<file path="config.mk">
export PLATFORM = sky130hd
export DESIGN_NAME = tdfa_ram
export DESIGN_NICKNAME = d
export VERILOG_FILES = /design/src/design/tdfa_ram.sv
export SDC_FILE = /design/constraint.sdc
export NUM_CORES = 1
export LEC_CHECK = 0
export ABC_AREA = 1
export BUFFER_PORTS_ARGS = -buffer_cell sky130_fd_sc_hd__clkbuf_2
export CORE_MARGIN = 2
export CORE_UTILIZATION = 68
export CTS_BUF_LIST = sky130_fd_sc_hd__clkbuf_8
export DETAILED_ROUTE_END_ITERATION = 10
export PLACE_DENSITY_LB_ADDON = 0.08
export SLEW_MARGIN = 5
export SYNTH_ARGS = -nofsm -noshare
export SYNTH_HDL_FRONTEND = slang
export SYNTH_SLANG_ARGS = --single-unit
</file>
<file path="constraint.sdc">
create_clock -name clk -period 2.6 [get_ports clk]
set_input_delay 0.13 -clock clk [delete_from_list [all_inputs] [get_ports clk]]
set_output_delay 0.13 -clock clk [all_outputs]
set_load 0.02 [all_outputs]
</file>
<file path="src/design/tdfa_ram.sv">
// ----------------------------------------------------------------------------
// tdfa_ram
// Generic simple dual-port RAM, one write port, one registered read port.
// ----------------------------------------------------------------------------
module tdfa_ram #(
  parameter int WIDTH = 8,
  parameter int DEPTH = 16
) (
  input  logic                     clk,
  input  logic                     we,
  input  logic [$clog2(DEPTH)-1:0] waddr,
  input  logic [WIDTH-1:0]         wdata,
  input  logic                     re,
  input  logic [$clog2(DEPTH)-1:0] raddr,
  output logic [WIDTH-1:0]         rdata
);

  logic [WIDTH-1:0] mem [DEPTH];

  always_ff @(posedge clk) begin
    if (we) begin
      mem[waddr] <= wdata;
    end
    if (re) begin
      rdata <= mem[raddr];
    end
  end

endmodule

</file>
==> Yosys cells after proc, flatten, opt, wreduce, memory -nomap -nowiden <==
Memories as Yosys holds them, arrays and structs flattened. A register that Yosys moved wholly into a read port is not among the register bits.
Cells that the tools add are included.
{ "totals": {"inputBits": 19, "ff_bits": 0, "out_inout_bits": 8, "memories": 1, "wordCells": 3, "mem_bits_rw": 128} }
{ "classes": {"muxes": 2} }
{ "mem_list": {"columns": ["name", "depth", "word_bits", "rd", "rd_clocked_by_memory_dff", "wr", "line_no", "rtl"], "rows": [
  ["mem", 16, 8, 1, 1, 1, "18", "logic [WIDTH-1:0] mem [DEPTH];"]
]} }
{ "op_table": {"columns": ["cell", "count"], "rows": [
  ["1-bit 2-to-1 mux", 2]
]} }

==> Logic depth before layout (Yosys ltp) <==
{ "logic_depth": {"ltp_word": 2, "depth_mapped": 8, "mapped_depth_nobuf": 7} }

==> Least setup slack after synthesis <==
No wires, ideal clock.
{ "synth_path": {"kind": "input -> register", "startpoint": "in waddr[2]", "endpoint": "mem mem[10][0] (enable)", "required_time_ns": 2.230, "n_path_buf": 0, "setup_slack_ns": 1.519, "arrival_ns": 0.711, "path_stages": 2, "setup_ns": 0.370, "cell_sequence": "nand3b_1 > nor2_1"} }
{ "synth_lines": {"columns": ["element", "line_no", "rtl"], "rows": [
  ["start: declaration", "11", "input logic [$clog2(DEPTH)-1:0] waddr,"],
  ["end: declaration", "18", null]
]} }
No word-level cell before the write port.

==> metrics.md <==
| Metric | Value |
|---|---|
| Std cell rows | `33` |
| Finish-stage setup viols | `0` |
| Clock slew at reported path FFs | `0.08 ns` |
| Area leader, netlist | `edfxtp_1` |
| Net count reported at finish | `594` |
| CTS Buf Count | `17` |
| Hold_buf cts | `0` |
| First-pass GRT wire length | `approximately 20000 um` |
| RSZ-0062 raised after global routing | `false` |
| Gpl congestion | `between 0.8 and 0.9` |
| Post-route ant nets | `0` |
| Post-synth top flop | `edfxtp_1` |
| Met2 wire length | `~6300 um` |
| Clock power frac | `around two fifths` |
| Worst-path cell with the longest stage delay | `inv_2` |
| CTS tree | `done` |
| Min Tclk post-route | `around 1.3 ns` |
| Final wirelength | `around 13000 um` |
| Max cap viols | `0` |
| Outcome | `complete, no violations` |
| WHS Endpoint | `rdata[6]` |
| Die Width | `96.7 um` |
| Initial antenna violation count | `0` |
| CP endpoint kind | `flip-flop` |
| Crit-path cells | `clkbuf_2, inv_2, buf_12, nand2_1, nand3_1, nand3_1, nand3_1, nand2_1` |
| Switching share of total power | `approximately 22%` |
| R2R Path End | `rdata[3]` |
| CTS root buffer | `clkbuf_8` |
| Power Internal | `around 0.0037 W` |
| Clk sinks | `136` |
| Ys Warns | `0` |
| Worst reg2reg startpoint | `mem[13][3]` |
| Slew @ Worst Pin | `0.839 ns` |
| Gate power share | `about 6.4%` |
| Register area share after synthesis | `69.8%` |
| Met3 wire len | `about 1200 um` |
| Detailed-route DRC error count | `0` |
| First DRT Iteration DRCs | `about 460` |
| Worst-Skew Late Latency | `approximately 0.44 ns` |
| Antenna diode count | `0` |
| Setup bufs post-CTS | `0` |
| Reg-to-reg slack, setup | `around 1.4 ns` |
| Share of post-route cells with drive strength above 1 | `between 10% and 20%` |
| Filler cell count in the final layout | `roughly 570` |
| Final Slew Violations | `0` |
| CP Data Required Time | `approximately 2.8 ns` |
| Post-synth top cells | `nand2_1, edfxtp_1, inv_1, nand3_1, nor2_1` |
| Flops & latches, synth | `between 100 and 150` |
| Post-synth EDFFs | `136` |
| Clock skew | `roughly 0.012 ns` |
| Final hold vios | `0` |
| Register area | `slightly above 4000 um2` |
| Hold Path Stages | `1` |
| Largest net degree at the start of global routing | `65` |
| Worst hold path class | `input pin to flip-flop` |
| Total Routing Usage GR | `29.1%` |
| Hold path start | `re` |
| Area contributors post-synth | `edfxtp_1, nand2_1, nand3_1, inv_1, buf_6` |
| Die Y | `96.7 um` |
| Most used cell, CP | `nand3_1` |
| Switch Pwr | `around 0.0010 W` |
| Area share of the largest cell type after synthesis | `a little over two thirds` |
| Starting density of the core | `a little over two thirds` |
| DR vias | `3865` |
| CTS resizes | `0` |
| Top-count cell post-synth | `nand2_1` |
| Synth Cell Area | `5850 um2` |
| Final hold slack | `about 0.088 ns` |
| DRT Pass-1 Iters | `5` |
| Max Clock Freq | `around 740 MHz` |
| H-tree levels | `4` |
| Max clock buf depth | `2` |
| Worst slew margin | `a little over two fifths` |
| Peak supply drop | `slightly below 0.0005 V` |
| Layout area overhead | `9.76%` |
| Vias in the first global route | `around 3800` |
| Cells after Synth | `between 500 and 600` |
| IO buf count | `26` |
| Final TNS setup | `0 ns` |
| Synth Area per Inst | `between 10 and 15 um2` |
| WL per Instance | `around 19 um` |
| Crit path largest cell delay | `around 0.5 ns` |
| Grt ovf | `0` |
| Max Used Layer | `met4` |
| Final clock period utilization by the worst path | `51.6%` |
| Die area | `~9400 um2` |
| Sequential power share | `52.7%` |
| DP HPWL | `about 7900 um` |
| Critical path type | `input pin to flip-flop` |
| Static Leak | `around 2.8 nW` |
| Syn nets | `570` |
| Wl on met1 | `~5200 um` |
| Post-synthesis cell type count | `11` |
| Async SR Flop Fraction | `0%` |
| Setup crit start kind | `input pin` |
| Critical path peak fanout | `35` |
| IO Count | `27` |
| Routed vias/inst | `about 5.6` |
| Reg2Reg Depth | `6` |
| Pwr dens | `between 700 and 800 nW/um2` |
| Area of the multi-input gates | `between 1000 and 1500 um2` |
| Core ar. | `roughly 8300 um2` |
| Worst EP arrival | `1.52 ns` |
-- power groups by stage --
stage               combinational, W  sequential, W  clock [W]
detailed placement          0.000296        0.00253          0
global placement            0.000288        0.00253          0
finish                      0.000301        0.00248    0.00193
global route                0.000332        0.00249    0.00203
CTS                         0.000297        0.00248    0.00194
floorplan                   0.000173        0.00254          0
-- how the worst max path moves through the flow --
| stage | depth (start not counted) | endpoint | from | slack (ns) |
|---|---|---|---|---|
| final | 8 | rdata[3] | raddr[0] | 1.26 |
| after global routing | 8 | rdata[3] | raddr[0] | 1.16 |
| after CTS | 8 | rdata[3] | raddr[0] | 1.29 |
| after detailed placement | 8 | rdata[3] | raddr[0] | 0.84 |
| after global placement | 8 | rdata[3] | raddr[0] | 0.89 |
| after floorplan | 2 | mem[10][0] | waddr[2] | 1.52 |
-- per-layer routing --
layer / track usage (%) / up-vias
met1: 41.6 / 1799
met2: 44.9 / 222
met3: 7.44 / 14
met5: 0 / -
li1: - / 1830
met4: 8.88 / 0
-- through the flow --
step	setup slack [ns]	power (W)	instances	utilization (%)	area (um2)
floorplan	1.52	0.00271	551	-	5850
global placement	0.887	0.00282	661	72.4	5980
detailed placement	0.838	0.00283	661	72.4	5980
CTS	1.29	0.00472	692	77.7	6420
global route	1.16	0.00485	692	77.7	6420
finish	1.26	0.00471	692	77.7	6420
-- registers in the layout, indices dropped and copies added (netlist names) --
name,flops
mem,128
rdata,8
-- cell usage in the layout (no fill, tap or decap) --
master / instances
nand2_1: 173
buf_4: 2
clkbuf_2: 26
inv_2: 2
buf_12: 1
nor2_1: 17
clkbuf_8: 17
clkinv_4: 2
nand3_1: 97
clkinv_2: 2
bufinv_16: 5
clkinv_1: 1
inv_1: 102
edfxtp_1: 136
inv_6: 2
nand3b_1: 2
-- cells by family after synthesis --
group                  after synthesis  share of synthesized area, %
flip-flops                         136                          69.8
buffers and inverters              126                          9.39
AND/OR/NAND/NOR                    289                          20.8
-- worst max-delay path, delay by kind of cell --
| kind | cells | cell delay, ns |
|---|---|---|
| and+or+nand+nor | 5 | 0.51 |
| buffers and inverters | 3 | 0.87 |
-- cell type report --
type | instances | area share, %
flip-flops and latches | 136 | 63.6
multi-input cells | 289 | 18.9
inverters | 102 | 5.97
clock buffers | 17 | 3.65
clock inverters | 14 | 3.22
repair buffers | 29 | 2.57
well taps | 105 | 2.05
Power figures use the tool's default switching activity.
