===== src/design/tdfa_pkg.sv =====
// ----------------------------------------------------------------------------
// tdfa_pkg
// Shared codes and types of the table-driven automaton recognizer.
// ----------------------------------------------------------------------------
package tdfa_pkg;

  // request codes
  localparam logic [1:0] REQ_LOAD_TRANS = 2'd0;
  localparam logic [1:0] REQ_LOAD_SYM   = 2'd1;
  localparam logic [1:0] REQ_FEED       = 2'd2;
  localparam logic [1:0] REQ_END        = 2'd3;

  // status codes
  localparam logic [2:0] STATUS_OK       = 3'd0;
  localparam logic [2:0] STATUS_ACCEPTED = 3'd1;
  localparam logic [2:0] STATUS_REJECTED = 3'd2;
  localparam logic [2:0] STATUS_REFUSED  = 3'd3;
  localparam logic [2:0] STATUS_UNKNOWN  = 3'd4;

  // register indexes (byte address is 8 * index)
  localparam logic [1:0] REG_INITIAL_STATE  = 2'd0;
  localparam logic [1:0] REG_STATE_COUNT    = 2'd1;
  localparam logic [1:0] REG_SYMBOL_COUNT   = 2'd2;
  localparam logic [1:0] REG_ACCEPTING_MASK = 2'd3;

  localparam int PADDR_W = 5;
  localparam int PDATA_W = 64;

  // reset values of the registers
  localparam logic [5:0]  RST_INITIAL_STATE = 6'd0;
  localparam logic [6:0]  RST_STATE_COUNT   = 7'd64;
  localparam logic [4:0]  RST_SYMBOL_COUNT  = 5'd16;
  localparam logic [63:0] RST_ACCEPT_MASK   = 64'd0;

  typedef struct packed {
    logic [5:0]  initial_state;
    logic [6:0]  state_count;
    logic [4:0]  symbol_count;
    logic [63:0] accepting_mask;
  } cfg_t;

  // alphabet search result
  typedef struct packed {
    logic       hit;
    logic [3:0] pos;
  } match_t;

endpackage


===== src/design/tdfa_regs.sv =====
// ----------------------------------------------------------------------------
// tdfa_regs
// APB register bank holding the automaton configuration.
// ----------------------------------------------------------------------------
module tdfa_regs
  import tdfa_pkg::*;
(
  input  logic               clk,
  input  logic               rst,
  input  logic               psel,
  input  logic               penable,
  input  logic               pwrite,
  input  logic [PADDR_W-1:0] paddr,
  input  logic [PDATA_W-1:0] pwdata,
  output logic [PDATA_W-1:0] prdata,
  output logic               pready,
  output cfg_t               cfg
);

  logic       wr;
  logic [1:0] idx;

  assign pready = 1'b1;
  assign wr     = psel && penable && pwrite && pready;
  assign idx    = paddr[4:3];

  always_ff @(posedge clk) begin
    if (rst) begin
      cfg.initial_state  <= RST_INITIAL_STATE;
      cfg.state_count    <= RST_STATE_COUNT;
      cfg.symbol_count   <= RST_SYMBOL_COUNT;
      cfg.accepting_mask <= RST_ACCEPT_MASK;
    end else if (wr) begin
      unique case (idx)
        REG_INITIAL_STATE:  cfg.initial_state  <= pwdata[5:0];
        REG_STATE_COUNT:    cfg.state_count    <= pwdata[6:0];
        REG_SYMBOL_COUNT:   cfg.symbol_count   <= pwdata[4:0];
        REG_ACCEPTING_MASK: cfg.accepting_mask <= pwdata;
      endcase
    end
  end

  always_comb begin
    unique case (idx)
      REG_INITIAL_STATE:  prdata = 64'(cfg.initial_state);
      REG_STATE_COUNT:    prdata = 64'(cfg.state_count);
      REG_SYMBOL_COUNT:   prdata = 64'(cfg.symbol_count);
      REG_ACCEPTING_MASK: prdata = cfg.accepting_mask;
    endcase
  end

endmodule


===== config.mk =====
export PLATFORM = sky130hd
export DESIGN_NAME = tdfa_regs
export DESIGN_NICKNAME = d
export VERILOG_FILES = /design/src/design/tdfa_pkg.sv /design/src/design/tdfa_regs.sv
export SDC_FILE = /design/constraint.sdc
export NUM_CORES = 1
export LEC_CHECK = 0
export BUFFER_PORTS_ARGS = -buffer_cell sky130_fd_sc_hd__buf_4
export CAP_MARGIN = 0
export CELL_PAD_IN_SITES_DETAIL_PLACEMENT = 0
export CELL_PAD_IN_SITES_GLOBAL_PLACEMENT = 1
export CORE_UTILIZATION = 31
export DETAILED_ROUTE_END_ITERATION = 7
export PLACE_DENSITY = 0.8
export REMOVE_ABC_BUFFERS = 1
export SYNTH_ARGS = -nofsm -noshare
export SYNTH_HDL_FRONTEND = slang
export SYNTH_SLANG_ARGS = --single-unit

===== constraint.sdc =====
create_clock -name clk -period 1.5 [get_ports clk]
set_input_delay 0.15 -clock clk [delete_from_list [all_inputs] [get_ports clk]]
set_output_delay 0.15 -clock clk [all_outputs]
set_load 0.02 [all_outputs]

After elaboration in Yosys (flattened, before gate mapping)
Cells that the tools add are included.
{ "classes": {"eq_ne": 3, "muxes": 1, "n_reduce_logical": 7} }
{ "ops": {"columns": ["cell", "n"], "rows": [
  ["64-bit case mux with 4 select lines", 1],
  ["2-bit AND reduction", 4],
  ["2-bit == test, second input constant", 2],
  ["2-bit by 1-bit == test with 1-bit output, second input constant", 1],
  ["1-bit logical AND", 2],
  ["2-bit logical NOT", 1]
]} }
{ "totals": {"regBits": 82, "in_bits": 74, "output_inout_bits": 147, "elab_cells": 15} }

Longest topological paths before layout
{ "logic_depth": {"ltp_word": 3, "ltp_mapped": 5, "depth_no_buf": 3} }

Worst setup path before layout
OpenSTA, ideal clock, no wires.
{ "synth_timing": {"kind": "in2out", "from": "in paddr[3]", "to": "out prdata[6]", "t_arrival_ps": 1044, "required_time_ps": 1350, "setup_slack_ps": 306, "stages": 3, "n_path_buf": 2, "path_cell_list": "clkbuf_1 > clkbuf_1 > nor2b_1"} }
{ "synth_via": {"elab_chain_len": 2, "word_cells_on_any_way": 5, "cone_classes": "3 x eq/ne; 1 x mux; 1 x reduce/logical"} }
{ "synth_lines": {"columns": ["item", "line", "text"], "rows": [
  ["start, declared", "tdfa_regs.sv:13", "input logic [PADDR_W-1:0] paddr,"],
  ["2-bit == test, or another cell as far along", "tdfa_regs.sv:44", "unique case (idx)"],
  ["64-bit case mux with 4 select lines (*)", "tdfa_regs.sv:44", null],
  ["end, declared", "tdfa_regs.sv:15", "output logic [PDATA_W-1:0] prdata,"]
]} }
Mark *: on every way between the ends. The rest lies on a longest branch, timed or not.

Worst setup path after layout
{ "layout_timing": {"from": "reg cfg[3] (netlist bit)", "to": "out prdata[3]"} }
{ "layout_via": {"elab_chain_len": 1} }
{ "layout_lines": {"columns": ["item", "line", "text"], "rows": [
  ["start, declared", "tdfa_regs.sv:17", "output cfg_t cfg"],
  ["64-bit case mux with 4 select lines", "tdfa_regs.sv:44", null]
]} }
Every way passes these cells.

==> flow_metrics.env <==
export IMPL_yosysWarningCount=0
export IMPL_syn_inst=503
export IMPL_period_minus_slack_ns=1.441
export IMPL_nets=763
export IMPL_hold_class="in -> reg"
export IMPL_grt_pass1_vias=3461
export IMPL_crit_required_ns=1.35
export IMPL_synth_area_mm2=0.004014
export IMPL_cts_sinks=82
export IMPL_outcome="completed"
export IMPL_antenna_cells=0
export IMPL_startpoint="cfg[3]"
export IMPL_period_share=0.9606
export IMPL_top_register="cfg"
export IMPL_arrival_ns=1.29
export IMPL_synth_avg_cell_area_um2=7.980
export IMPL_rows=41
export IMPL_fillCellCount=1271
export IMPL_routed_wl_mm=11.41
export IMPL_met2_wirelength_mm=5.425
export IMPL_maxSlewViolCount=0
export IMPL_r2r_cells=3
export IMPL_drt_wirelength_per_cell_um=13.17
export IMPL_total_power_mw=4.821
export IMPL_layout_cells_most_common="buf_4"
export IMPL_placed_cell_area_mm2=0.005782
export IMPL_rr_startpoint="cfg[3]"
export IMPL_drtIter0Drc=262
export IMPL_highest_layer="met4"
export IMPL_grt_use_total=0.1597
export IMPL_dr_total_vias=4060
export IMPL_fp_dieW_um=115.8
export IMPL_yosys_area_top_type="dfxtp_1"
export IMPL_max_cap_violations=0
export IMPL_grt_overflow=0
export IMPL_final_area_mm2=0.006058
export IMPL_endpoint="prdata[3]"
export IMPL_area_delta_synth_final_pct=50.94
export IMPL_max_freq_mhz=694.0
export IMPL_start_util=0.3181
export IMPL_synthDistinctLibCells=23
export IMPL_layout_drive_gt1_share=0.3660
export IMPL_rsz0062_at_grt="false"
export IMPL_clk_latency_ns=0.32
export IMPL_p_leak_nw=3.065
export IMPL_wl_met3_um=746
export IMPL_place_gp_congestion=0.7333
export IMPL_clkSlewWorstSetupHoldPaths_ns=0.07
export IMPL_fin_cells=866
export IMPL_layout_common_cells="buf_4, dfxtp_1, o21ai_0"
export IMPL_core_area_mm2=0.01262
export IMPL_skew_ns=0
export IMPL_vias_per_cell=4.688
export IMPL_ctsResizeCount=0
export IMPL_dp_final_hpwl_mm=8.120
export IMPL_antenna_found_initial=0
export IMPL_ys_seq_area_frac=0.4090
export IMPL_yosysTopAreaCellShare=0.4090
export IMPL_postRouteAntennaNets=0
export IMPL_startpoint_type="flop"
export IMPL_htree_levels=3
export IMPL_ys_seq_elements=82
export IMPL_tritoncts="yes"
export IMPL_setup_violations=0
export IMPL_fin_util=0.4801
export IMPL_grt_pass1_wl_mm=17.19
export IMPL_grt_max_degree=64
export IMPL_crit_fanout=3
export IMPL_largest_register_ff_count=82
export IMPL_end_kind="primary output"
export IMPL_critPathKind="reg -> out"
export IMPL_drc=0
export IMPL_post_cts_buffers=0
export IMPL_hold_buffers=0
export IMPL_die_area_mm2=0.01341
export IMPL_port_buffers=216
export IMPL_clock_path_buffers=2
export IMPL_ioPinCount=221
export IMPL_r2r_end="cfg[3]"
export IMPL_vdd_drop_max_mv=0.4029
export IMPL_hold_viol=0
export IMPL_root_buffer="clkbuf_16"
export IMPL_reg_largest_list="cfg (82)"
export IMPL_dr_pass1_iters=4
export IMPL_numCtsBuffers=9
export IMPL_cellPowerDensity_mw_per_mm2=795.8
export IMPL_wl_met1_mm=5.165
export IMPL_synthTopCellsByArea="dfxtp_1, or3_1, and3_1"
export IMPL_die_y_um=115.8
export IMPL_dp_cells=850
export IMPL_r2r_setup_slack_ns=0.75
metal layers:
metal	track usage	vias up
li1	-	2067
met2	0.2706	129
met5	0	-
met4	0.04103	0
met1	0.2089	1856
met3	0.02877	8
synth_stat cells, drive strengths merged:
cell type	instances
clkbuf	48
nand3	2
buf	5
and3	57
nor3b	1
or3b	1
o21ai	71
inv	58
a21oi	58
conb	1
nand2b	22
or2	1
nor2	4
or3	59
nand2	1
nor2b	7
dfxtp	82
mux2i	20
mux4	5
logic make-up (layout without fill, tap and decap cells):
| kind of cell | after synthesis | count (layout) | synth area share |
|---|---|---|---|
| DFF | 82 | 82 | 0.4090 |
| and+or+nand+nor | 155 | 155 | 0.2419 |
| AOI/OAI and AO/OA | 129 | 129 | 0.1608 |
| other | 1 | 1 | 0.0009343 |
| buffers and inverters | 111 | 302 | 0.1094 |
| muxes | 25 | 25 | 0.07793 |
area by class of cell:
cell class              instances  area, um2  share of cell area
multi-input cells             310       1946              0.3211
repair buffers                228       1762              0.2908
flip-flops and latches         82       1642              0.2710
clock buffers                   9      225.2             0.03717
inverters                      58      217.7             0.03594
well taps                     172      215.2             0.03552
clock inverters                 7      51.30            0.008468
report_power, final:
group / switching, mW / total [mW] / internal, mW / leakage (nW)
clock: 0.911 / 2.04 / 1.13 / 0.133
sequential: 0.0212 / 2.23 / 2.21 / 0.662
combinational: 0.294 / 0.550 / 0.257 / 2.27
critical path, stage by stage, from the launching register on:
cell	delay, ns
dfxtp_1	0.34
mux4_2	0.46
buf_4	0.17
worst min path at each step:
stage / startpoint / to / cells after the start
final: pwdata[6] / cfg[75] / 3
after global routing: pwdata[6] / cfg[75] / 3
after CTS: pwdata[6] / cfg[75] / 3
after detailed placement: pwdata[6] / cfg[75] / 3
after global placement: pwdata[6] / cfg[75] / 3
after floorplan: rst / cfg[10] / 1
metrics by stage:
stage          hold slack [ns]  setup TNS, ns  setup slack [ns]
3_3_place_gp            0.4143              0            0.1410
3_5_place_dp            0.4262              0            0.1072
4_1_cts                0.07901              0           0.04648
2_1_floorplan           0.2191         -26.72           -0.6071
6_report               0.09252              0           0.05913
5_1_grt                 0.1105              0           0.01395
(Power assumes the default switching activity.)
