### config.mk
export PLATFORM = sky130hd
export DESIGN_NAME = tdfa_alpha
export DESIGN_NICKNAME = d
export VERILOG_FILES = /design/src/design/tdfa_pkg.sv /design/src/design/tdfa_alpha.sv
export SDC_FILE = /design/constraint.sdc
export NUM_CORES = 1
export LEC_CHECK = 0
export ABC_CLOCK_PERIOD_IN_PS = 3850
export BUFFER_PORTS_ARGS = -buffer_cell sky130_fd_sc_hd__buf_2
export CAP_MARGIN = 20
export CORE_AREA = 5 5 122 124
export DETAILED_ROUTE_END_ITERATION = 10
export DIE_AREA = 0 0 127 129
export SLEW_MARGIN = 40
export SYNTH_ARGS = -nofsm -noshare
export SYNTH_HDL_FRONTEND = slang
export SYNTH_SLANG_ARGS = --single-unit
### constraint.sdc
create_clock -name clk -period 3.85 [get_ports clk]
set_input_delay 0.77 -clock clk [delete_from_list [all_inputs] [get_ports clk]]
set_output_delay 0.77 -clock clk [all_outputs]
set_load 0.02 [all_outputs]
### src/design/tdfa_pkg.sv
// ----------------------------------------------------------------------------
// tdfa_pkg
// Shared codes and types of the table-driven automaton recognizer.
// ----------------------------------------------------------------------------
package tdfa_pkg;

  // request codes
  localparam logic [1:0] REQ_LOAD_TRANS = 2'd0;
  localparam logic [1:0] REQ_LOAD_SYM   = 2'd1;
  localparam logic [1:0] REQ_FEED       = 2'd2;
  localparam logic [1:0] REQ_END        = 2'd3;

  // status codes
  localparam logic [2:0] STATUS_OK       = 3'd0;
  localparam logic [2:0] STATUS_ACCEPTED = 3'd1;
  localparam logic [2:0] STATUS_REJECTED = 3'd2;
  localparam logic [2:0] STATUS_REFUSED  = 3'd3;
  localparam logic [2:0] STATUS_UNKNOWN  = 3'd4;

  // register indexes (byte address is 8 * index)
  localparam logic [1:0] REG_INITIAL_STATE  = 2'd0;
  localparam logic [1:0] REG_STATE_COUNT    = 2'd1;
  localparam logic [1:0] REG_SYMBOL_COUNT   = 2'd2;
  localparam logic [1:0] REG_ACCEPTING_MASK = 2'd3;

  localparam int PADDR_W = 5;
  localparam int PDATA_W = 64;

  // reset values of the registers
  localparam logic [5:0]  RST_INITIAL_STATE = 6'd0;
  localparam logic [6:0]  RST_STATE_COUNT   = 7'd64;
  localparam logic [4:0]  RST_SYMBOL_COUNT  = 5'd16;
  localparam logic [63:0] RST_ACCEPT_MASK   = 64'd0;

  typedef struct packed {
    logic [5:0]  initial_state;
    logic [6:0]  state_count;
    logic [4:0]  symbol_count;
    logic [63:0] accepting_mask;
  } cfg_t;

  // alphabet search result
  typedef struct packed {
    logic       hit;
    logic [3:0] pos;
  } match_t;

endpackage

### src/design/tdfa_alpha.sv
// ----------------------------------------------------------------------------
// tdfa_alpha
// Alphabet store with a first-match search over the active entries.
// ----------------------------------------------------------------------------
module tdfa_alpha
  import tdfa_pkg::*;
#(
  parameter int DEPTH = 16,
  parameter int YW    = 4
) (
  input  logic          clk,
  input  logic          we,
  input  logic [YW-1:0] waddr,
  input  logic [7:0]    wdata,
  input  logic [4:0]    symbol_count,
  input  logic [7:0]    char_code,
  output match_t        match
);

  logic [7:0] alpha [DEPTH];

  always_ff @(posedge clk) begin
    if (we) begin
      alpha[waddr] <= wdata;
    end
  end

  // lowest matching position wins
  always_comb begin
    match = '0;
    for (int k = DEPTH - 1; k >= 0; k--) begin
      if ((5'(k) < symbol_count) && (alpha[k] == char_code)) begin
        match.hit = 1'b1;
        match.pos = 4'(k);
      end
    end
  end

endmodule

## Word-level counts from Yosys, hierarchy flattened

Memories as Yosys holds them, arrays and structs flattened.
Index checks and enable logic that the tools add are counted.

- Multiplexer cells: 18
- Equality and inequality tests: 16
- Order comparisons: 16
- Reduce and logical (&&, ||, !) cells: 16

Operators by type and width:

| operator | number |
|---|---|
| == test 8 bit | 16 |
| 2-to-1 mux 5 bit | 16 |
| < comparator 4 x 5 -> 1 bit (first input constant) | 8 |
| < comparator 3 x 5 -> 1 bit (first input constant) | 4 |
| logical AND 1 bit | 16 |
| < comparator 1 x 5 -> 1 bit (first input constant) | 2 |
| < comparator 2 x 5 -> 1 bit (first input constant) | 2 |
| 2-to-1 mux 1 bit | 2 |

- Memories kept: 1
- Output and inout port bits: 5
- Input port bits: 27
- Flip-flop bits (word level): 0
- RAM bits: 128
- Logic and storage cells: 67

Memories:

| memory | words | bits a word | rd ports | clocked after memory_dff | write ports | line | source |
|---|---|---|---|---|---|---|---|
| alpha | 16 | 8 | 16 | 0 | 1 | tdfa_alpha.sv:20 | `logic [7:0] alpha [DEPTH];` |

## Depth between registers and ports, before layout

Gate-level depths: netlist (run 1).

- Depth in word-level cells: 18
- Depth in mapped cells: 9
- Depth with buffers taken out: 7

## Worst setup path after synthesis (run 1)

Ideal clock, no wire load.

- Path kind: input port to output port
- Start point: input char_code[2]
- End point: output match[3] (netlist name)
- Path buffers: 1
- Data required time: 3.080 ns
- Slack: 0.686 ns
- Stages on the path: 8
- Arrival time: 2.394 ns
- Cell sequence: buf_6 -> xor2_1 -> or4_4 -> nor3_2 -> nor2b_1 -> nand3_1 -> nor2_1 -> nor3_1

RTL lines:

| what | line | source |
|---|---|---|
| start, declared | tdfa_alpha.sv:16 | `input logic [7:0] char_code,` |
| end, declared | tdfa_alpha.sv:17 | `output match_t match` |

==> metrics, run 1 <==
post-cts sizing count 0; cell taking the most area after synthesis edfxtp_1; HPWL after DPL ~9 mm; Layout area overhead 15.4%; worst path arrival time 2.82 ns; dpl cells 604; postcts setup bufs 0; Slew @ Worst Pin 0.745 ns; Leak 2.28 nW; final core occ between 50 and 60%; CP Cell Sequence buf_2 -> xor2_1 -> nor4_1 -> nand4_1 -> nor2b_1 -> o2111ai_1 -> nand3_1 -> a21oi_1 -> buf_2; Final period util 93.3%; GR Overflow Total 0; initial core utilization 43.7%; row count 43; final setup fails 0; type of the worst min-delay path input port to flip-flop; pre-CTS setup slack 0.279 ns; crit path max fanout 12; Reg power frac approximately 45%; first-pass GRT wire length 20.7 mm; status finished clean; core box area about 14000 sq um; Distinct cells, synth 42; Mapped Nets 423; die width 127 um; Post-synth EDFFs roughly 130; Final WS setup approximately 0.26 ns; DR iter-0 viols 353; share of cells above drive strength 1 about a fifth; final hold viol count 0; worst rel slew slack 50.1%; Clock power frac between 40% and 50%; Chip Height 129 um; VDD IR max around 0.00029 V; # IOs 32; port bufs 31; H-Tree Depth 4; Net Switching slightly above 0.0007 W; Slowest-stage cell, CP buf_2; max cap viols 0; Vias/cell 5.21; RSZ-0062 raised after global routing no; pwr dens 508 nW/um^2; number of remaining DRC errors 0; non-filler cells, final around 640; Final TNS setup 0 ns; peak per-stage delay on the critical path 0.36 ns; Pins Over Slew Limit 0; number of flip-flops in the largest register 128; Cell Area, Placed about 6300 sq um; yosys warns 0; clock sink count 128; Net Sw Frac 20.3%; number of global-route vias before repair 3395; cell area after synthesis between 5000 and 6000 sq um; total CTS buffers 17; CTS clk-pin slew, worst paths 0.05 ns; CP dominant cell by count buf_2; Worst setup SP type input port; total number of vias around 3.3k; CP bufs+invs 2; Async S/R FF share, synth 0%; Tot GR Track Use between 10% and 20%; Synth Instances about 400; routed wire length 13.6 mm; Fmax achieved 278 MHz; gpl congestion roughly 0.81; Root Buffer clkbuf_16; final instance area 6890 sq um; mean cell area of the mapped netlist approximately 15 sq um; cell family with most CP delay simple AND/OR/NAND/NOR gates; routed wire length per instance 21.3 um; Bufs on Longest Clock Path 2; Combinational Power Share 6.7%; critical path class input port to output port; Hold-fix buffers, CTS 0; largest registers alpha x128; die area 16400 sq um; register area share after synthesis 64.4%; Nets 470; largest net degree at the start of global routing 17; Internal 0.00279 W; Final min period 3.59 ns; largest register by flop count alpha; Antenna Violating Nets Remaining 0; WP data required 3.08 ns; DRT Pass-1 Iters 5; post-synth top area share 64.4%; number of synthesized register bits 128; largest cells by area after synthesis edfxtp_1 (64%), xnor2_1 (10%), xor2_1 (8.4%), buf_12 (1.7%), nand4_1 (1.6%); initial antenna violation count 0; Top FF cell, synth edfxtp_1; CTS tree built; Critical Path Sink Type output port; n_diodes 0
-- layer usage --
| layer | vias to the layer above | GRT usage (%) | wire length (um) |
|---|---|---|---|
| met5 | - | 0 | 0 |
| met2 | 111 | 27.8 | 6420 |
| met4 | 0 | 7.51 | 283 |
| met1 | 1625 | 23.8 | 6170 |
| met3 | 25 | 3.49 | 686 |
| li1 | 1551 | - | - |
-- synthesized netlist by cell type, types with 3 or more instances --
master,instances
edfxtp_1,128
xnor2_1,69
xor2_1,57
nor2_1,21
nand4_1,15
nand3_1,11
nor3_1,11
nor4_1,11
buf_6,8
nand2_1,7
a21oi_1,5
buf_12,5
a31oi_1,4
buf_8,3
nand2b_1,3
o211ai_1,3
or4_1,3
-- power groups by stage --
stage / Sequential, W / Clock (W) / Combinational (W)
finish: 0.00157 / 0.00169 / 0.000235
global placement: 0.00160 / 0 / 0.000235
detailed placement: 0.00160 / 0 / 0.000236
floorplan: 0.00160 / 0 / 0.000160
CTS: 0.00157 / 0.00171 / 0.000237
global route: 0.00158 / 0.00178 / 0.000255
-- path summary, 6_finish.rpt --
| path | start | to | cells after the start |
|---|---|---|---|
| setup / recovery | char_code[1] | match[1] | 9 |
| hold / removal | wdata[3] | alpha[1][3]$_DFFE_PP_ | 1 |
-- cells in the final DEF, fill, tap and decap left out, types with 2 or more instances in the layout --
master,count
nor3_2,3
buf_12,3
a31oi_1,4
xor2_1,57
bufinv_16,5
a21oi_1,5
buf_2,31
a211oi_1,2
nor2_1,21
nand4_1,15
edfxtp_1,128
clkinv_2,4
or4_1,3
nand2b_1,3
o21ai_0,2
nor4_1,11
o211ai_1,3
nor4_4,2
buf_4,13
nand3b_1,2
xnor2_2,2
clkinvlp_4,2
clkinv_1,2
nand3_1,11
clkbuf_1,2
nor3_1,9
clkbuf_16,17
xnor2_1,69
nand2_1,7
inv_1,2
-- logic make-up (layout without fill, tap and decap cells) --
logic type,Yosys count,in the layout,share of synthesized area (%)
compound gates,23,23,2.68
xor+xnor,128,128,19.0
flops,128,128,64.4
buf+inv,21,81,4.40
simple gates,96,96,9.48
-- per-stage QoR --
step / hold WS, ns / total power [W]
floorplan: 0.869 / 0.00176
global placement: 1.22 / 0.00184
detailed placement: 1.23 / 0.00184
CTS: 0.800 / 0.00352
finish: 0.809 / 0.00350
global route: 0.814 / 0.00361
-- area by class of cell --
cell class / instances / area, sq um
clock buffer: 19 / 433
clock inverter: 13 / 193
fill: 1143 / 6780
inverter: 2 / 7.51
multi-input combinational: 247 / 1870
sequential: 128 / 3840
tap: 180 / 225
timing repair buffer: 47 / 313
Power figures use the tool's default switching activity.
==> run 2: changes to the inputs <==
--- a/config.mk
+++ b/config.mk
@@ -8,9 +8,10 @@
 export ABC_CLOCK_PERIOD_IN_PS = 3850
 export BUFFER_PORTS_ARGS = -buffer_cell sky130_fd_sc_hd__buf_2
 export CAP_MARGIN = 20
-export CORE_AREA = 5 5 122 124
+export CORE_AREA = 4 4 121 123
 export DETAILED_ROUTE_END_ITERATION = 10
-export DIE_AREA = 0 0 127 129
+export DIE_AREA = 0 0 125 127
+export RECOVER_POWER = 25
 export SLEW_MARGIN = 40
 export SYNTH_ARGS = -nofsm -noshare
 export SYNTH_HDL_FRONTEND = slang
==> run 2 against run 1 <==
Non-clock buffer count is 2 higher. Worst setup slack worse by 0.022 ns. Cell count is 0.31% higher. Utilization is 0.48 points lower. Clock power is 12% lower. Die area is 3.1% lower. Final area is 0.94% lower. Global-route usage is 0.41 points higher. Sequential cell count stayed put. Sequential power hardly changed. First-iteration DRC count is 25% lower. Largest cell class unchanged.
==> metrics, run 2 (synthesis gave the netlist of run 1 again) <==
share of cells above drive strength 1 17.7% (-1.6 points); initial antenna violation count 0 (unchanged); DR iter-0 viols 266 (-25%); largest net degree at the start of global routing 17 (unchanged); CP Cell Sequence buf_2 -> buf_4 -> xor2_1 -> nor4_1 -> nand3_1 -> a21oi_1 -> o211ai_1 -> a31oi_1 -> o22ai_1 -> buf_2; total number of vias 3328 (+0.48%); core box area 13700 sq um (unchanged); Root Buffer clkbuf_16; Slowest-stage cell, CP buf_2; die width 125 um (-1.6%); routed wire length 13.8 mm (+1.7%); Critical Path Sink Type output port; Antenna Violating Nets Remaining 0 (unchanged); peak per-stage delay on the critical path 0.43 ns (+0.07 ns); gr busiest metal met2; DRT Pass-1 Iters 5 (unchanged); GR Layer Usage met3 4.64% (+1.2 points); critical path class input port to output port; Tot GR Track Use 18.0% (+0.41 points); worst rel slew slack 33.4% (-17 points); # IOs 32 (unchanged); Nets 472 (+0.43%); row count 43 (unchanged); CTS tree built; final hold viol count 0 (unchanged); VDD IR max 0.000307 V (+5.8%); crit path max fanout 14 (+2); number of remaining DRC errors 0 (unchanged); post-cts sizing count 0 (unchanged); WP data required 3.08 ns (about the same); CP dominant cell by count buf_2; max cap viols 0 (unchanged); H-Tree Depth 4 (unchanged); number of global-route vias before repair 3437 (+1.2%); postcts setup bufs 0 (unchanged); routed wire length per instance 21.6 um (+1.4%); Slew @ Worst Pin 0.999 ns (+0.253 ns); HP Start waddr[0]; WHS Path Cells 2 (+1); largest register by flop count alpha; largest registers alpha x128; n_diodes 0 (unchanged); most frequent cells in the layout edfxtp_1 (128), xnor2_1 (69), xor2_1 (57), buf_2 (26), nor2_1 (19); die area 15900 sq um (-3.1%); HPWL after DPL 8.99 mm (+0.40%); Pins Over Slew Limit 0 (unchanged); first-pass GRT wire length 20.7 mm (+0.30%); gpl congestion 0.835 (+3.5%); Hold-fix buffers, CTS 0 (unchanged); port bufs 31 (unchanged); non-filler cells, final 638 (+0.31%); Bufs on Longest Clock Path 2 (unchanged); status finished clean; total CTS buffers 17 (unchanged); Final period util 93.9% (+0.58 points); final setup fails 0 (unchanged); clock sink count 128 (unchanged); Worst setup SP type input port; RSZ-0062 raised after global routing no; sink of the worst hold path alpha[12][0]$_DFFE_PP_; type of the worst min-delay path input port to flip-flop; Final TNS setup 0 ns (unchanged); number of flip-flops in the largest register 128 (unchanged); met2 global-route usage 28.0% (+0.20 points); Fmax achieved 277 MHz (-0.62%); pwr dens 483 nW/um^2 (-4.8%); Final min period 3.61 ns (+0.0225 ns); most common library cell in the layout ignoring fill and taps edfxtp_1; worst path arrival time 2.84 ns (+0.02 ns); CTS clk-pin slew, worst paths 0.05 ns (about the same); Leak 2.24 nW (-1.6%); initial core utilization 43.7% (unchanged); met1 GRT Util 24.1% (+0.23 points); fill cell count 1146 (+0.26%); Vias/cell 5.22 (+0.17%); Layout area overhead 14.3%; dpl cells 606 (+0.33%); Chip Height 127 um (-1.6%); GR Overflow Total 0 (unchanged)
run 2: final cells by class:
type	count	area (sq um)	share of cell area, %
Clock buffer	23	448	6.57
Clock inverter	9	91.3	1.34
Inverter	2	7.51	0.110
Multi-Input combinational cell	247	1870	27.4
Sequential cell	128	3840	56.3
Tap cell	180	225	3.30
Timing Repair Buffer	49	334	4.90
run 2: how the worst max path moves through the flow:
stage | start | end | slack [ns] | cells past startpoint
after detailed placement | char_code[5] | match[1] | 0.26 | 10
after global routing | char_code[6] | match[0] | 0.05 | 10
after global placement | char_code[5] | match[1] | 0.25 | 10
after CTS | char_code[5] | match[1] | 0.26 | 10
after floorplan | char_code[2] | match[3] | 0.69 | 8
final | char_code[6] | match[0] | 0.24 | 10
run 2: worst max-delay path: cells and delay by family:
family	cells	cell delay [ns]
xor gates and xnor gates	1	0.08
and+or+nand+nor	2	0.55
AOI/OAI and AO/OA	4	0.58
buffers and inverters	3	0.85
run 2: routing by layer:
metal  vias up  share of wire, %  wire, um
met2       122                46      6370
met1      1622                45      6170
li1       1551                 -         -
met5         -                 0         0
met3        33               5.9       813
met4         0               3.2       438
run 2: power by group:
group          internal (W)  switching (W)
logic             0.0000887       0.000148
registers           0.00157      0.0000101
clock network      0.000939       0.000546
total               0.00259       0.000705
run 2: stage by stage:
stage	setup slack [ns]	util [%]	hold WS [ns]	area [sq um]	power, W
after global placement	0.248	45.9	1.24	6280	0.00184
after detailed placement	0.260	46.0	1.23	6280	0.00184
after floorplan	0.686	-	0.869	5970	0.00176
after CTS	0.257	49.9	0.792	6820	0.00332
final	0.236	49.9	0.805	6820	0.00330
after global routing	0.0456	49.9	0.813	6820	0.00341
==> run 3: changes to the inputs <==
--- a/config.mk
+++ b/config.mk
@@ -5,12 +5,13 @@
 export SDC_FILE = /design/constraint.sdc
 export NUM_CORES = 1
 export LEC_CHECK = 0
-export ABC_CLOCK_PERIOD_IN_PS = 3850
+export ABC_AREA = 0
+export ABC_CLOCK_PERIOD_IN_PS = 3150
 export BUFFER_PORTS_ARGS = -buffer_cell sky130_fd_sc_hd__buf_2
 export CAP_MARGIN = 20
-export CORE_AREA = 4 4 121 123
+export CORE_AREA = 4 4 127 117
 export DETAILED_ROUTE_END_ITERATION = 10
-export DIE_AREA = 0 0 125 127
+export DIE_AREA = 0 0 131 121
 export RECOVER_POWER = 25
 export SLEW_MARGIN = 40
 export SYNTH_ARGS = -nofsm -noshare
==> constraint.sdc (replaced) <==
create_clock -name clk -period 3.15 [get_ports clk]
set_input_delay 0.63 -clock clk [delete_from_list [all_inputs] [get_ports clk]]
set_output_delay 0.63 -clock clk [all_outputs]
set_load 0.02 [all_outputs]
==> run 3 against run 2 <==
Total power is 26% higher. Final area up 5.5%. Non-clock buffer count is 23 higher. Sequential cell count unchanged. Critical path depth rose by 1. Combinational power increased by 38%. Global-route usage grew 1.6 points. Die area fell by 0.15%. Via count up 4.8%. Clock power up 28%.
==> metrics, run 3 (synthesis gave the netlist of run 1 again) <==
status finished clean; largest net degree at the start of global routing 17 (unchanged); CTS tree built; RSZ-0062 raised after global routing yes; GR Overflow Total 0 (unchanged); pwr dens 579 nW/um^2 (+20%); number of global-route vias before repair 3657 (+6.4%); Root Buffer clkbuf_16; Internal 0.00327 W (+26%); Clock power frac 45.9% (+0.9 points); DR iter-0 viols 282 (+6.0%); Net Sw Frac 21.5% (+0.12 points); core box area 13700 sq um (+0.23%); DRT Pass-1 Iters 4 (-1); CP dominant cell by count buf_4; max cap viols 0 (unchanged); die width 131 um (+4.8%); Slew @ Worst Pin 0.975 ns (-0.0233 ns); Tot GR Track Use 19.6% (+1.6 points); cell family with most CP delay compound AO/OA/AOI/OAI gates; worst rel slew slack 35.0% (+1.6 points); Vias/cell 5.35 (+2.5%); total CTS buffers 17 (unchanged); initial core utilization 43.6% (-0.10 points); Pins Over Slew Limit 0 (unchanged); initial antenna violation count 0 (unchanged); H-Tree Depth 4 (unchanged); type of the worst min-delay path input port to flip-flop; share of cells above drive strength 1 26.5% (+8.8 points); WP data required 2.52 ns (-0.56 ns); Combinational Power Share 7.9% (+0.7 points); row count 41 (-4.7%); routed wire length 14.6 mm (+6.2%); final hold viol count 0 (unchanged); largest register by flop count alpha; clock sink count 128 (unchanged); Antenna Violating Nets Remaining 0 (unchanged); Worst setup SP type input port; most common library cell in the layout ignoring fill and taps edfxtp_1; VDD IR max 0.000442 V (+44%); HPWL after DPL 9.47 mm (+5.4%); Nets 495 (+4.9%); peak per-stage delay on the critical path 0.28 ns (-0.15 ns); number of remaining DRC errors 0 (unchanged); final setup fails 0 (unchanged); final instance area 7200 sq um (+5.5%); Final WS setup 0.0184 ns (-0.218 ns); Cell Area, Placed 6480 sq um (+3.2%); first-pass GRT wire length 21.8 mm (+5.2%); Reg power frac 46.2% (-1.6 points); Final period util between 90% and 100%; CP bufs+invs 4 (+1); Leak 2.44 nW (+8.7%); largest registers alpha x128; Hold-fix buffers, CTS 0 (unchanged); Layout area overhead 20.6%; total number of vias 3487 (+4.8%); pre-CTS setup slack -0.224 ns (-0.484 ns); final core occ 52.5% (+2.6 points); Slowest-stage cell, CP nor4_2; routed wire length per instance 22.5 um (+3.9%); n_diodes 0 (unchanged); Fmax achieved approximately 320 MHz; gpl congestion 0.933 (+12%); CTS clk-pin slew, worst paths 0.06 ns (about the same); number of flip-flops in the largest register 128 (unchanged); critical path class input port to output port; most frequent cells in the layout edfxtp_1 (128), xnor2_1 (69), xor2_1 (57), buf_4 (38), buf_2 (19); # IOs 32 (unchanged); Net Switching 0.000895 W (+27%); Final min period 3.13 ns; worst path arrival time 2.50 ns (-0.34 ns); Chip Height 121 um (-4.7%); die area 15900 sq um (-0.15%); CP Cell Sequence buf_2 -> buf_4 -> xnor2_1 -> o211ai_1 -> nor4_2 -> buf_4 -> a21oi_1 -> o211ai_1 -> a31oi_1 -> o22ai_1 -> buf_4; Bufs on Longest Clock Path 2 (unchanged); port bufs 31 (unchanged); crit path max fanout 4 (-10); Critical Path Sink Type output port
run 3: changes by cell type in the layout (fill, tap and decap cells not counted), moves of 2 or more:
| cell | before | now |
|---|---|---|
| nor2_2 | 2 | 4 |
| clkinvlp_4 | 0 | 2 |
| buf_4 | 14 | 38 |
| clkbuf_1 | 11 | 6 |
| buf_2 | 26 | 19 |
| buf_12 | 4 | 8 |
| nor2_1 | 19 | 16 |
| nor4_2 | 0 | 5 |
| nor4_1 | 11 | 6 |
| nor3_1 | 10 | 8 |
run 3: repair_timing:
| action | CTS | global route |
|---|---|---|
| pin swaps | 2 | 8 |
| endpoints found under the setup margin | 3 | 5 |
| setup buffers | 0 | 1 |
| gates resized for setup | 6 | 24 |
run 3: path summary, 6_finish.rpt:
path                      from                endpoint  slack, ns  cells after the start
setup / recovery  char_code[6]                match[0]       0.02                     11
hold / removal        wdata[2]  alpha[10][2]$_DFFE_PP_       0.69                      1
run 3: layout make-up:
cell class | count | area (sq um)
clock buffer | 18 | 429
multi-input combinational | 247 | 1980
sequential | 128 | 3840
tap | 172 | 215
timing repair buffer | 72 | 578
clock inverter | 13 | 146
fill | 1110 | 6500
inverter | 2 | 7.51
run 3: stage by stage:
step	total power [W]	instances	TNS, ns	hold slack [ns]
CTS	0.00418	651	0	0.655
finish	0.00416	652	0	0.693
detailed placement	0.00228	620	-0.251	1.10
global route	0.00429	652	-0.205	0.689
floorplan	0.00215	396	0	0.729
global placement	0.00227	620	-0.263	1.09
run 3: metal layers:
layer	GRT usage [%]	wire length [um]	up-vias
met1	26.7	6590	1774
met5	0	0	-
met2	30.6	7080	92
met3	5.41	653	24
met4	6.11	318	0
li1	-	-	1597
run 3: power groups by stage:
| stage | clock network, W | registers [W] | logic [W] |
|---|---|---|---|
| CTS | 0.00193 | 0.00192 | 0.000323 |
| finish | 0.00191 | 0.00193 | 0.000328 |
| floorplan | 0 | 0.00196 | 0.000195 |
| global placement | 0 | 0.00196 | 0.000314 |
| global route | 0.00201 | 0.00193 | 0.000353 |
| detailed placement | 0 | 0.00196 | 0.000318 |
